[src/assert_macros.svh]
// ---------------------------------------------------------------------------
// assert_macros
// concurrent assertion helpers clocked on clk, disabled while arst_n is low
// ---------------------------------------------------------------------------
`ifndef ASSERT_MACROS_SVH
`define ASSERT_MACROS_SVH

// same-cycle implication
`define ASSERT_IMP(lbl, ante, cons) \
	lbl: assert property (@(posedge clk) disable iff (!arst_n) (ante) |-> (cons)) \
		else $error("assertion failed");

// next-cycle implication
`define ASSERT_NXT(lbl, ante, cons) \
	lbl: assert property (@(posedge clk) disable iff (!arst_n) (ante) |=> (cons)) \
		else $error("assertion failed");

`endif

[src/asfs_pkg.sv]
// ---------------------------------------------------------------------------
// asfs_pkg
// types, constants and header helpers of the adts frame scanner
// ---------------------------------------------------------------------------
package asfs_pkg;

	localparam logic [7:0]  SYNC_BYTE      = 8'hFF;
	localparam logic [3:0]  SYNC_NIBBLE    = 4'hF;
	localparam logic [3:0]  RATE_COUNT     = 4'd13;
	localparam logic [12:0] MIN_FRAME_LEN  = 13'd7;
	localparam logic [3:0]  HDR_LEN_NO_CRC = 4'd7;
	localparam logic [3:0]  HDR_LEN_CRC    = 4'd9;
	localparam logic [28:0] ID3_HDR_LEN    = 29'd10;
	localparam logic [7:0]  CH_I = 8'h49;
	localparam logic [7:0]  CH_D = 8'h44;
	localparam logic [7:0]  CH_3 = 8'h33;
	localparam logic [7:0]  CH_F = 8'h66;
	localparam logic [7:0]  CH_T = 8'h74;
	localparam logic [7:0]  CH_Y = 8'h79;
	localparam logic [7:0]  CH_P = 8'h70;
	localparam logic [3:0]  PROBE_HDR_FILL  = 4'd7;
	localparam logic [3:0]  PROBE_TAG_FILL  = 4'd10;
	localparam logic [3:0]  PROBE_LAST_FILL = 4'd12;
	localparam logic [31:0] MP4_MIN_BYTES   = 32'd12;
	localparam logic [9:0]  MS_PER_SECOND   = 10'd1000;
	localparam int          FRAME_SHIFT     = 10;

	localparam logic KIND_FRAME   = 1'b0;
	localparam logic KIND_SUMMARY = 1'b1;

	localparam logic [2:0] STS_FULL     = 3'd0;
	localparam logic [2:0] STS_FULL_TAG = 3'd1;
	localparam logic [2:0] STS_PARTIAL  = 3'd2;
	localparam logic [2:0] STS_HDR_ONLY = 3'd3;
	localparam logic [2:0] STS_MP4      = 3'd4;
	localparam logic [2:0] STS_UNSUP    = 3'd5;
	localparam logic [2:0] STS_EMPTY    = 3'd6;

	typedef struct packed {
		logic        pa;
		logic [1:0]  profile;
		logic [3:0]  idx;
		logic [2:0]  ch;
		logic [12:0] len;
	} asfs_fields_t;

	typedef struct packed {
		logic         ok;
		asfs_fields_t f;
	} asfs_hdr_t;

	typedef struct packed {
		logic        kind;
		logic        last;
		logic [2:0]  status;
		logic [2:0]  profile;
		logic [3:0]  rate_index;
		logic [16:0] sample_hz;
		logic [2:0]  channel_config;
		logic [12:0] frame_bytes;
		logic [3:0]  header_bytes;
		logic [31:0] frames_counted;
		logic [31:0] play_ms;
	} asfs_res_t;

	typedef struct packed {
		logic take;
		logic eos;
		logic load_frame;
		logic load_sum;
	} asfs_cmd_t;

	typedef struct packed {
		logic frame_done;
		logic out_valid;
	} asfs_sts_t;

	function automatic logic [16:0] rate_hz(input logic [3:0] idx);
		logic [16:0] r;
		case (idx)
			4'd0: r = 17'd96000;
			4'd1: r = 17'd88200;
			4'd2: r = 17'd64000;
			4'd3: r = 17'd48000;
			4'd4: r = 17'd44100;
			4'd5: r = 17'd32000;
			4'd6: r = 17'd24000;
			4'd7: r = 17'd22050;
			4'd8: r = 17'd16000;
			4'd9: r = 17'd12000;
			4'd10: r = 17'd11025;
			4'd11: r = 17'd8000;
			4'd12: r = 17'd7350;
			default: r = 17'd0;
		endcase
		return r;
	endfunction

	function automatic asfs_hdr_t parse_hdr(input logic [7:0] b0, input logic [7:0] b1,
		input logic [7:0] b2, input logic [7:0] b3, input logic [7:0] b4,
		input logic [7:0] b5);
		asfs_hdr_t h;
		h.f.pa      = b1[0];
		h.f.profile = b2[7:6];
		h.f.idx     = b2[5:2];
		h.f.ch      = {b2[0], b3[7:6]};
		h.f.len     = {b3[1:0], b4, b5[7:5]};
		h.ok = (b0 == SYNC_BYTE) && (b1[7:4] == SYNC_NIBBLE) && (h.f.idx < RATE_COUNT) &&
			(h.f.ch != 3'd0) && (h.f.len >= MIN_FRAME_LEN);
		return h;
	endfunction

endpackage

[src/asfs_div.sv]
// ---------------------------------------------------------------------------
// asfs_div
// duration unit: frames*1024000 / rate, restoring division one bit a cycle
// ---------------------------------------------------------------------------
module asfs_div (
	input  logic        clk,
	input  logic        arst_n,
	input  logic        start,
	input  logic [31:0] frames,
	input  logic [16:0] rate,
	output logic        done,
	output logic [31:0] quo
);

	localparam int PW = 32 + 10;
	localparam int DW = PW + asfs_pkg::FRAME_SHIFT;
	localparam int CW = $clog2(DW);

	logic [DW-1:0] dvd_q;
	logic [16:0]   rem_q;
	logic [16:0]   dsr_q;
	logic [CW-1:0] cnt_q;
	logic          busy_q;
	logic          done_q;
	logic [17:0]   trial;
	logic [17:0]   diff;
	logic          ge;
	logic [PW-1:0] prod;

	assign prod  = PW'(frames) * PW'(asfs_pkg::MS_PER_SECOND);
	assign trial = {rem_q, dvd_q[DW-1]};
	assign ge    = trial >= {1'b0, dsr_q};
	assign diff  = trial - {1'b0, dsr_q};

	always_ff @(posedge clk or negedge arst_n) begin
		if (!arst_n) begin
			busy_q <= 1'b0;
			done_q <= 1'b0;
			cnt_q  <= '0;
		end else begin
			done_q <= busy_q && (cnt_q == CW'(DW - 1));
			if (start) begin
				busy_q <= 1'b1;
				cnt_q  <= '0;
			end else if (busy_q) begin
				cnt_q <= cnt_q + CW'(1);
				if (cnt_q == CW'(DW - 1)) begin
					busy_q <= 1'b0;
				end
			end
		end
	end

	always_ff @(posedge clk) begin
		if (start) begin
			dvd_q <= {prod, {asfs_pkg::FRAME_SHIFT{1'b0}}};
			rem_q <= '0;
			dsr_q <= rate;
		end else if (busy_q) begin
			dvd_q <= {dvd_q[DW-2:0], ge};
			rem_q <= ge ? diff[16:0] : trial[16:0];
		end
	end

	assign done = done_q;
	assign quo  = dvd_q[31:0];

endmodule

[src/asfs_ctrl.sv]
// ---------------------------------------------------------------------------
// asfs_ctrl
// controller: byte intake, summary sequencing and result register loads
// ---------------------------------------------------------------------------
module asfs_ctrl (
	input  logic                clk,
	input  logic                arst_n,
	input  logic                s_tvalid,
	input  logic                s_tlast,
	input  logic                m_tready,
	input  asfs_pkg::asfs_sts_t sts,
	input  logic                div_done,
	output logic                s_tready,
	output asfs_pkg::asfs_cmd_t cmd,
	output logic                div_start
);

	typedef enum logic [3:0] {
		ST_RUN   = 4'b0001,
		ST_START = 4'b0010,
		ST_DIV   = 4'b0100,
		ST_SUM   = 4'b1000
	} state_t;

	state_t state_q;
	state_t state_d;
	logic   out_free;

	assign out_free  = !sts.out_valid || m_tready;
	assign s_tready  = (state_q == ST_RUN) && out_free;
	assign div_start = state_q == ST_START;

	always_comb begin
		cmd.take       = s_tvalid && s_tready;
		cmd.eos        = s_tlast;
		cmd.load_frame = cmd.take && sts.frame_done;
		cmd.load_sum   = (state_q == ST_SUM) && out_free;
	end

	always_comb begin
		state_d = state_q;
		case (state_q)
			ST_RUN: begin
				if (cmd.take && s_tlast) state_d = ST_START;
			end
			ST_START: state_d = ST_DIV;
			ST_DIV: begin
				if (div_done) state_d = ST_SUM;
			end
			ST_SUM: begin
				if (out_free) state_d = ST_RUN;
			end
			default: state_d = ST_RUN;
		endcase
	end

	always_ff @(posedge clk or negedge arst_n) begin
		if (!arst_n) begin
			state_q <= ST_RUN;
		end else begin
			state_q <= state_d;
		end
	end

endmodule

[src/asfs_dp.sv]
// ---------------------------------------------------------------------------
// asfs_dp
// datapath: probe window, tag skip, frame walk, summary snapshot, result register
// ---------------------------------------------------------------------------
module asfs_dp #(
	parameter int PROBE_WINDOW_BYTES = 16
) (
	input  logic                clk,
	input  logic                arst_n,
	input  logic [7:0]          data_byte,
	input  logic                has_byte,
	input  asfs_pkg::asfs_cmd_t cmd,
	input  logic                m_tready,
	input  logic [31:0]         dur,
	output asfs_pkg::asfs_sts_t sts,
	output asfs_pkg::asfs_res_t res,
	output logic [31:0]         div_frames,
	output logic [16:0]         div_rate
);

	localparam int IW = $clog2(PROBE_WINDOW_BYTES);

	typedef enum logic [4:0] {
		PH_PROBE  = 5'b00001,
		PH_SKIP   = 5'b00010,
		PH_FRAMES = 5'b00100,
		PH_MP4    = 5'b01000,
		PH_UNSUP  = 5'b10000
	} phase_t;

	logic [31:0]            pos_q, n_pos;
	logic [7:0]             probe_q [PROBE_WINDOW_BYTES];
	logic [7:0]             win     [PROBE_WINDOW_BYTES];
	logic [7:0]             hdr_q   [7];
	logic [7:0]             hbuf    [7];
	logic [28:0]            tag_q, n_tag;
	phase_t                 phase_q, n_phase;
	logic [12:0]            left_q, n_left;
	logic [31:0]            total_q, n_total;
	asfs_pkg::asfs_fields_t first_q, n_first;
	asfs_pkg::asfs_fields_t cur_q, n_cur;
	logic                   stopped_q, n_stopped;
	logic [3:0]             fill_q, n_fill, nf;
	logic                   ftyp_q, n_ftyp;
	logic                   frame_done;
	logic                   do_start;
	logic                   probe_ftyp;
	logic                   is_id3;
	asfs_pkg::asfs_hdr_t    ph;
	logic [3:0]             hl;
	logic [2:0]             sum_st;
	logic [2:0]             sum_st_q;
	logic                   sum_adts_q;
	asfs_pkg::asfs_fields_t sum_first_q;
	logic [31:0]            sum_frames_q;
	asfs_pkg::asfs_res_t    res_q;
	logic                   out_valid_q;

	function automatic asfs_pkg::asfs_res_t make_res(input logic kind, input logic [2:0] st,
		input logic adts, input asfs_pkg::asfs_fields_t f, input logic [31:0] fr,
		input logic [31:0] d, input logic last);
		asfs_pkg::asfs_res_t r;
		r.kind           = kind;
		r.last           = last;
		r.status         = st;
		r.profile        = adts ? ({1'b0, f.profile} + 3'd1) : 3'd0;
		r.rate_index     = adts ? f.idx : 4'd0;
		r.sample_hz      = adts ? asfs_pkg::rate_hz(f.idx) : 17'd0;
		r.channel_config = adts ? f.ch : 3'd0;
		r.frame_bytes    = adts ? f.len : 13'd0;
		r.header_bytes   = adts ? (f.pa ? asfs_pkg::HDR_LEN_NO_CRC : asfs_pkg::HDR_LEN_CRC) :
			4'd0;
		r.frames_counted = fr;
		r.play_ms        = d;
		return r;
	endfunction

	assign probe_ftyp = (win[4] == asfs_pkg::CH_F) && (win[5] == asfs_pkg::CH_T) &&
		(win[6] == asfs_pkg::CH_Y) && (win[7] == asfs_pkg::CH_P);
	assign is_id3 = (win[0] == asfs_pkg::CH_I) && (win[1] == asfs_pkg::CH_D) &&
		(win[2] == asfs_pkg::CH_3) &&
		(((win[6] | win[7] | win[8] | win[9]) & 8'h80) == 8'h00);

	always_comb begin
		win       = probe_q;
		hbuf      = hdr_q;
		n_pos     = pos_q;
		n_tag     = tag_q;
		n_phase   = phase_q;
		n_left    = left_q;
		n_total   = total_q;
		n_first   = first_q;
		n_cur     = cur_q;
		n_stopped = stopped_q;
		n_fill    = fill_q;
		n_ftyp    = ftyp_q;
		nf        = fill_q + 4'd1;
		do_start  = 1'b0;
		frame_done = 1'b0;
		if (cmd.take && has_byte) begin
			n_pos = pos_q + 32'd1;
			if (phase_q == PH_PROBE && {1'b0, fill_q} < 5'(PROBE_WINDOW_BYTES)) begin
				win[fill_q[IW-1:0]] = data_byte;
			end
			if (phase_q == PH_SKIP && pos_q == {3'b000, tag_q}) begin
				win[0] = data_byte;
			end
			if (phase_q == PH_FRAMES && !stopped_q && left_q == 13'd0 && fill_q < 4'd7) begin
				hbuf[fill_q[2:0]] = data_byte;
			end
		end
		if (phase_q == PH_FRAMES) begin
			ph = asfs_pkg::parse_hdr(hbuf[0], hbuf[1], hbuf[2], hbuf[3], hbuf[4], hbuf[5]);
		end else begin
			ph = asfs_pkg::parse_hdr(win[0], win[1], win[2], win[3], win[4], win[5]);
		end
		if (cmd.take && has_byte) begin
			case (phase_q)
				PH_PROBE: begin
					n_fill = nf;
					if (nf == asfs_pkg::PROBE_HDR_FILL && ph.ok) begin
						n_first = ph.f;
						for (int i = 0; i < 7; i++) hbuf[i] = win[i];
						n_phase  = PH_FRAMES;
						do_start = 1'b1;
					end else if (nf == asfs_pkg::PROBE_TAG_FILL && tag_q == 29'd0 && is_id3) begin
						n_tag = {1'b0, win[6][6:0], win[7][6:0], win[8][6:0], win[9][6:0]} +
							asfs_pkg::ID3_HDR_LEN;
						n_ftyp  = probe_ftyp;
						n_phase = PH_SKIP;
						n_fill  = 4'd0;
					end else if (nf == asfs_pkg::PROBE_LAST_FILL) begin
						n_phase = probe_ftyp ? PH_MP4 : PH_UNSUP;
					end
				end
				PH_SKIP: begin
					if (pos_q == {3'b000, tag_q}) begin
						n_fill  = 4'd1;
						n_phase = PH_PROBE;
					end
				end
				PH_FRAMES: begin
					if (!stopped_q) begin
						if (left_q == 13'd0) begin
							n_fill = nf;
							if (nf >= 4'd7) begin
								n_fill = 4'd0;
								if (ph.ok) do_start = 1'b1;
								else n_stopped = 1'b1;
							end
						end else begin
							n_left = left_q - 13'd1;
							if (n_left == 13'd0) frame_done = 1'b1;
						end
					end
				end
				default: ;
			endcase
		end
		hl = ph.f.pa ? asfs_pkg::HDR_LEN_NO_CRC : asfs_pkg::HDR_LEN_CRC;
		if (do_start) begin
			n_cur  = ph.f;
			n_fill = 4'd0;
			if (ph.f.len < {9'd0, hl}) begin
				n_stopped = 1'b1;
			end else begin
				n_left = ph.f.len - asfs_pkg::MIN_FRAME_LEN;
				if (n_left == 13'd0) frame_done = 1'b1;
			end
		end
		if (frame_done) n_total = total_q + 32'd1;
	end

	always_comb begin
		case (n_phase)
			PH_PROBE: sum_st = (n_fill == 4'd0) ? asfs_pkg::STS_EMPTY : asfs_pkg::STS_UNSUP;
			PH_SKIP: sum_st = (n_pos >= asfs_pkg::MP4_MIN_BYTES && n_ftyp) ?
				asfs_pkg::STS_MP4 : asfs_pkg::STS_UNSUP;
			PH_MP4: sum_st = asfs_pkg::STS_MP4;
			PH_FRAMES: begin
				if (n_total == 32'd0) sum_st = asfs_pkg::STS_HDR_ONLY;
				else if (n_stopped || n_fill != 4'd0 || n_left != 13'd0)
					sum_st = asfs_pkg::STS_PARTIAL;
				else sum_st = (n_tag != 29'd0) ? asfs_pkg::STS_FULL_TAG : asfs_pkg::STS_FULL;
			end
			default: sum_st = asfs_pkg::STS_UNSUP;
		endcase
	end

	always_ff @(posedge clk or negedge arst_n) begin
		if (!arst_n) begin
			pos_q       <= '0;
			tag_q       <= '0;
			phase_q     <= PH_PROBE;
			left_q      <= '0;
			total_q     <= '0;
			stopped_q   <= 1'b0;
			fill_q      <= '0;
			ftyp_q      <= 1'b0;
			out_valid_q <= 1'b0;
		end else begin
			if (cmd.take && cmd.eos) begin
				pos_q     <= '0;
				tag_q     <= '0;
				phase_q   <= PH_PROBE;
				left_q    <= '0;
				total_q   <= '0;
				stopped_q <= 1'b0;
				fill_q    <= '0;
				ftyp_q    <= 1'b0;
			end else if (cmd.take) begin
				pos_q     <= n_pos;
				tag_q     <= n_tag;
				phase_q   <= n_phase;
				left_q    <= n_left;
				total_q   <= n_total;
				stopped_q <= n_stopped;
				fill_q    <= n_fill;
				ftyp_q    <= n_ftyp;
			end
			if (cmd.load_frame || cmd.load_sum) out_valid_q <= 1'b1;
			else if (m_tready) out_valid_q <= 1'b0;
		end
	end

	always_ff @(posedge clk) begin
		if (cmd.take) begin
			probe_q <= win;
			hdr_q   <= hbuf;
			first_q <= n_first;
			cur_q   <= n_cur;
		end
		if (cmd.take && cmd.eos) begin
			sum_st_q     <= sum_st;
			sum_adts_q   <= n_phase == PH_FRAMES;
			sum_first_q  <= n_first;
			sum_frames_q <= (n_phase == PH_FRAMES) ? n_total : 32'd0;
		end
		if (cmd.load_frame) begin
			res_q <= make_res(asfs_pkg::KIND_FRAME, asfs_pkg::STS_FULL, 1'b1, n_cur, n_total,
				32'd0, 1'b0);
		end else if (cmd.load_sum) begin
			res_q <= make_res(asfs_pkg::KIND_SUMMARY, sum_st_q, sum_adts_q, sum_first_q,
				sum_frames_q, sum_adts_q ? dur : 32'd0, 1'b1);
		end
	end

	assign sts.frame_done = frame_done;
	assign sts.out_valid  = out_valid_q;
	assign res            = res_q;
	assign div_frames     = sum_frames_q;
	assign div_rate       = asfs_pkg::rate_hz(sum_first_q.idx);

endmodule

[src/adts_stream_frame_scanner.sv]
// one byte transfer per cycle while the result register is free or being drained
// a frame result is registered on the edge that takes the frame's last byte
// the end marker adds a summary, loaded once the bit-serial duration divider has finished
// no byte is taken until the summary has been loaded into the result register
// arst_n clears all control state; the scanner then probes a fresh stream
// ---------------------------------------------------------------------------
// adts_stream_frame_scanner
// top level: adts / id3 / mp4 byte stream scanner with frame and summary results
// ---------------------------------------------------------------------------
`include "assert_macros.svh"

module adts_stream_frame_scanner #(
	parameter int PROBE_WINDOW_BYTES = 16
) (
	input  logic         clk,
	input  logic         arst_n,
	input  logic         s_tvalid,
	output logic         s_tready,
	input  logic [7:0]   s_tdata,  // [7:0] data_byte
	input  logic         s_tuser,  // has_byte
	input  logic         s_tlast,  // end_of_stream
	output logic         m_tvalid,
	input  logic         m_tready,
	// [2:0] status, [5:3] profile, [9:6] rate_index, [26:10] sample_hz,
	// [29:27] channel_config, [42:30] frame_bytes, [46:43] header_bytes,
	// [78:47] frames_counted, [110:79] play_ms, [111] zero
	output logic [111:0] m_tdata,
	output logic         m_tuser,  // result_kind
	output logic         m_tlast   // last_result
);

	asfs_pkg::asfs_cmd_t cmd;
	asfs_pkg::asfs_sts_t sts;
	asfs_pkg::asfs_res_t res;
	logic                div_start;
	logic                div_done;
	logic [31:0]         div_quo;
	logic [31:0]         div_frames;
	logic [16:0]         div_rate;

	asfs_ctrl u_ctrl (
		.clk       (clk),
		.arst_n    (arst_n),
		.s_tvalid  (s_tvalid),
		.s_tlast   (s_tlast),
		.m_tready  (m_tready),
		.sts       (sts),
		.div_done  (div_done),
		.s_tready  (s_tready),
		.cmd       (cmd),
		.div_start (div_start)
	);

	asfs_dp #(
		.PROBE_WINDOW_BYTES (PROBE_WINDOW_BYTES)
	) u_dp (
		.clk        (clk),
		.arst_n     (arst_n),
		.data_byte  (s_tdata),
		.has_byte   (s_tuser),
		.cmd        (cmd),
		.m_tready   (m_tready),
		.dur        (div_quo),
		.sts        (sts),
		.res        (res),
		.div_frames (div_frames),
		.div_rate   (div_rate)
	);

	asfs_div u_div (
		.clk    (clk),
		.arst_n (arst_n),
		.start  (div_start),
		.frames (div_frames),
		.rate   (div_rate),
		.done   (div_done),
		.quo    (div_quo)
	);

	assign m_tvalid = sts.out_valid;
	assign m_tuser  = res.kind;
	assign m_tlast  = res.last;
	assign m_tdata  = {1'b0, res.play_ms, res.frames_counted, res.header_bytes,
		res.frame_bytes, res.channel_config, res.sample_hz, res.rate_index, res.profile,
		res.status};

	`ASSERT_IMP(a_sum_is_last, m_tvalid && m_tuser == asfs_pkg::KIND_SUMMARY, m_tlast)
	`ASSERT_IMP(a_frame_clean, m_tvalid && res.kind == asfs_pkg::KIND_FRAME, res.play_ms == '0 && !m_tlast)
	`ASSERT_NXT(a_eos_holds_off, s_tvalid && s_tready && s_tlast, !s_tready)

endmodule
[config.mk]
export PLATFORM = sky130hd
export DESIGN_NAME = adts_stream_frame_scanner
export DESIGN_NICKNAME = d
export VERILOG_FILES = /design/src/asfs_pkg.sv /design/src/asfs_div.sv /design/src/asfs_ctrl.sv /design/src/asfs_dp.sv /design/src/adts_stream_frame_scanner.sv
export VERILOG_INCLUDE_DIRS = /design/src /design/src/src
export SDC_FILE = /design/constraint.sdc
export NUM_CORES = 2
export LEC_CHECK = 0
export ABC_AREA = 1
export BUFFER_PORTS_ARGS = -buffer_cell sky130_fd_sc_hd__buf_2
export CAP_MARGIN = 20
export CORE_MARGIN = 5
export CORE_UTILIZATION = 30
export DETAILED_ROUTE_END_ITERATION = 7
export GPL_ROUTABILITY_DRIVEN = 0
export PLACE_DENSITY_LB_ADDON = 0.25
export SLEW_MARGIN = 5
export SYNTH_ARGS = -nofsm -noshare
export SYNTH_HDL_FRONTEND = slang
export SYNTH_SLANG_ARGS = --single-unit
[constraint.sdc]
create_clock -name clk -period 14.9 [get_ports clk]
set_clock_uncertainty 0.15 [all_clocks]
set_input_delay 4.47 -clock clk [delete_from_list [all_inputs] [get_ports clk]]
set_output_delay 4.47 -clock clk [all_outputs]
set_load 0.1 [all_outputs]
==> metrics.csv <==
metric,value,unit
RSZ-0062 raised after global routing,no,
Wirelength per Cell,16.6,microns
Cells after Synth,4047,
Root Buffer,clkbuf_16,
Yosys cell types,67,
setup repair bufs after CTS,0,
Final Hold Violating Endpoints,0,
max_cap viols,0,
vias in the first global route,26600,
Detailed Route WL,94.9,mm
FF+latch area,15300,sq um
"most common cell after layout, fill and taps aside",nand2_1,
Syn Area/Cell,8.49,sq um
Worst Setup SP,m_tready,
post-synthesis to final-layout area growth,13.3,%
initial antenna violation count,0,
worst r2r path cells,31,
data required time of the worst path,15.24,ns
reg2reg start,u_dp.fill_q[0],
critical path type,input port to flip-flop,
Rel. slew slack,0.252,
ys flop type,edfxtp_1,
Final Total Pwr,7.88,mW
Clock power frac,0.219,
worst hold slack,0.304,ns
DRC Markers,0,
dpl cells,5594,
Final nets,4428,
Worst setup EP type,flip-flop,
"CP delay by family, top",simple AND/OR/NAND/NOR gates,
Worst-path clk slew,0.06,ns
diode count,0,
Bufs on Longest Clock Path,3,
"Seq/Total Area, Yosys",0.446,
startpoint types,input port,
Final Max Slew Viols,0,
Async SR Flop Fraction,0.232,
layout cells sized above 1,0.0809,
Avg Vias per Cell,4.75,
Die Area,121000,sq um
Seq pwr share,0.287,
reg2reg end,u_dp.sum_st_q[0],
LEAKAGE,17.5,nW
die height,348,microns
max incr delay on CP,0.76,ns
row count,124,
"Hold-fix buffers, CTS",0,
Clock Sinks,560,
VDD IR max,0.147,mV
number of synthesized flops with an enable pin,347,
Critical Path Stages,32,
"commonest cells after routing, fill and taps aside","nand2_1 (990), inv_1 (478), nor2_1 (468), edfxtp_1 (347), o21ai_0 (250)",
"Arr. time, crit path",10.54,ns
Post-Layout Inst Area,38900,sq um
cts repair resizes,0,
CTS tree,done,
combinational fraction of design power,0.494,
Sw Share,0.439,
Setup TNS,0,ns
port buffer count,128,
count of final setup violators,0,
cts bufs inserted,71,
DRT iter0 DRCs,2143,
P_sw,3.46,mW
Starting Density,0.301,
num ports,130,
Final Non-Filler Cells,5727,
area post-placement,36600,sq um
filler cell count in the final layout,11900,
most frequent cell on the critical path,nand2_1,
H-tree Lvls,3,
Post-Syn Area,34400,sq um
Synthesis Warnings,0,
Detail Route Antenna Nets,0,
Post-Syn Nets,4319,
pin count of the biggest net entering global routing,160,
#FFs+latches synth,560,
Die Wd,348,microns
fin crit period,10.21,ns
Initial DRT Pass Iterations,7,
via count,27200,
gr usage total,0.154,
reg2reg setup slack,8.00,ns
core area,114000,sq um
slowest CP cell,buf_4,
crit share post-route,0.685,
Setup crit end,u_dp.sum_st_q[0],
Power Internal,4.42,mW
dpl hpwl,68.0,mm
CP Buf/Inv Count,6,
top cell type by total area after synthesis,edfxtp_1,
Worst Path Max Fanout,93,
Area contributors post-synth,"edfxtp_1 (30%), nand2_1 (11%), dfrtp_1 (9.3%)",
status,completed,
area occupied by multi-input gates,16600,sq um
Worst-Margin Slew,1.12,ns
first-pass GRT wire length,151,mm
Power Dens Cells,202,nW/um^2
f_max,98.0,MHz
Worst Hold Class,flip-flop to flip-flop,
GR Overflow Total,0,
area share of the largest cell type after synthesis,0.303,
Clock Latency Late Sink,0.64,ns
cell usage after synthesis (6+ instances only):
library cell / count
nor2_2: 10
inv_2: 6
nand3_1: 194
a21oi_1: 221
o22ai_1: 20
edfxtp_1: 347
clkbuf_1: 71
fa_1: 119
o211ai_1: 13
xnor2_1: 41
buf_4: 7
mux2i_1: 21
nor3_1: 56
o21ai_1: 9
dfrtp_1: 128
buf_2: 27
a22o_1: 45
o21ai_0: 250
nor4_1: 27
clkinv_1: 7
a22oi_1: 13
nor2_1: 473
xor2_1: 70
a31oi_1: 12
buf_6: 9
dfxtp_1: 83
inv_1: 481
ha_1: 139
nand2_1: 991
or2_2: 6
nand4_1: 57
nand2_2: 20
layer usage:
metal | global-route usage | vias up | part of all wire
met4 | 0.0387 | 0 | 0.019
met3 | 0.0232 | 107 | 0.053
li1 | - | 13600 | -
met2 | 0.245 | 586 | 0.45
met5 | 0 | - | 0
met1 | 0.220 | 12900 | 0.48
layout make-up:
class | count | share of cell area
Timing Repair Buffer | 154 | 0.0220
Tap cell | 1512 | 0.0486
Sequential cell | 560 | 0.394
Multi-Input combinational cell | 2873 | 0.427
Inverter | 496 | 0.0480
Clock inverter | 39 | 0.00948
Clock buffer | 93 | 0.0509
logic make-up (layout without fill, tap and decap cells):
group | after synthesis | in the layout | share of synthesized area
XOR/XNOR | 112 | 112 | 0.0288
AND/OR/NAND/NOR | 1855 | 1855 | 0.224
adder cells (fa/ha/maj) | 258 | 258 | 0.120
other | 1 | 1 | 0.000109
buffers and inverters | 614 | 782 | 0.0708
multiplexers | 23 | 23 | 0.00677
flip-flops | 560 | 560 | 0.446
AO/OA/AOI/OAI | 624 | 624 | 0.103
metrics by stage:
stage / utilization / setup WS [ns]
after floorplan: - / 1.40
after CTS: 0.341 / 4.73
after global routing: 0.342 / 4.16
final: 0.342 / 4.69
after global placement: 0.321 / 4.10
after detailed placement: 0.321 / 4.07
state kept, by name (all words and copies together), names as in the netlist, 17 cells and up, named ones only:
name / count
u_dp.cur_q: 23
u_dp.div_frames: 32
u_dp.pos_q: 32
u_dp.hdr_q: 35
u_dp.first_q: 23
u_div.rem_q: 17
u_dp.sum_first_q: 23
u_dp.tag_q: 29
u_div.dvd_q: 52
u_dp.res: 111
u_dp.probe_q: 76
u_dp.total_q: 32
u_div.dsr_q: 17
how the worst min path moves through the flow:
stage / startpoint / end / depth (start not counted)
finish: u_dp.res[15] / u_dp.res[15] / 2
CTS: u_dp.res[19] / u_dp.res[19] / 2
detailed placement: u_dp.res[15] / u_dp.res[15] / 2
floorplan: u_div.dvd_q[12] / u_div.dvd_q[12] / 2
global placement: u_dp.res[24] / u_dp.res[24] / 2
global route: u_dp.res[19] / u_dp.res[19] / 2
power groups by stage:
stage          Clock (mW)  Combinational, mW  Sequential (mW)
2_1_floorplan           0               2.80             2.48
3_3_place_gp            0               3.88             2.29
3_5_place_dp            0               3.89             2.29
4_1_cts              1.78               3.91             2.27
5_1_grt              1.85               4.40             2.30
6_report             1.73               3.89             2.26
worst min-delay path: stages, from the launching register on:
cell     delay [ns]
dfxtp_1        0.32
nand2_1        0.05
o21ai_0        0.05
No activity file was read; power rests on OpenSTA's default activity.
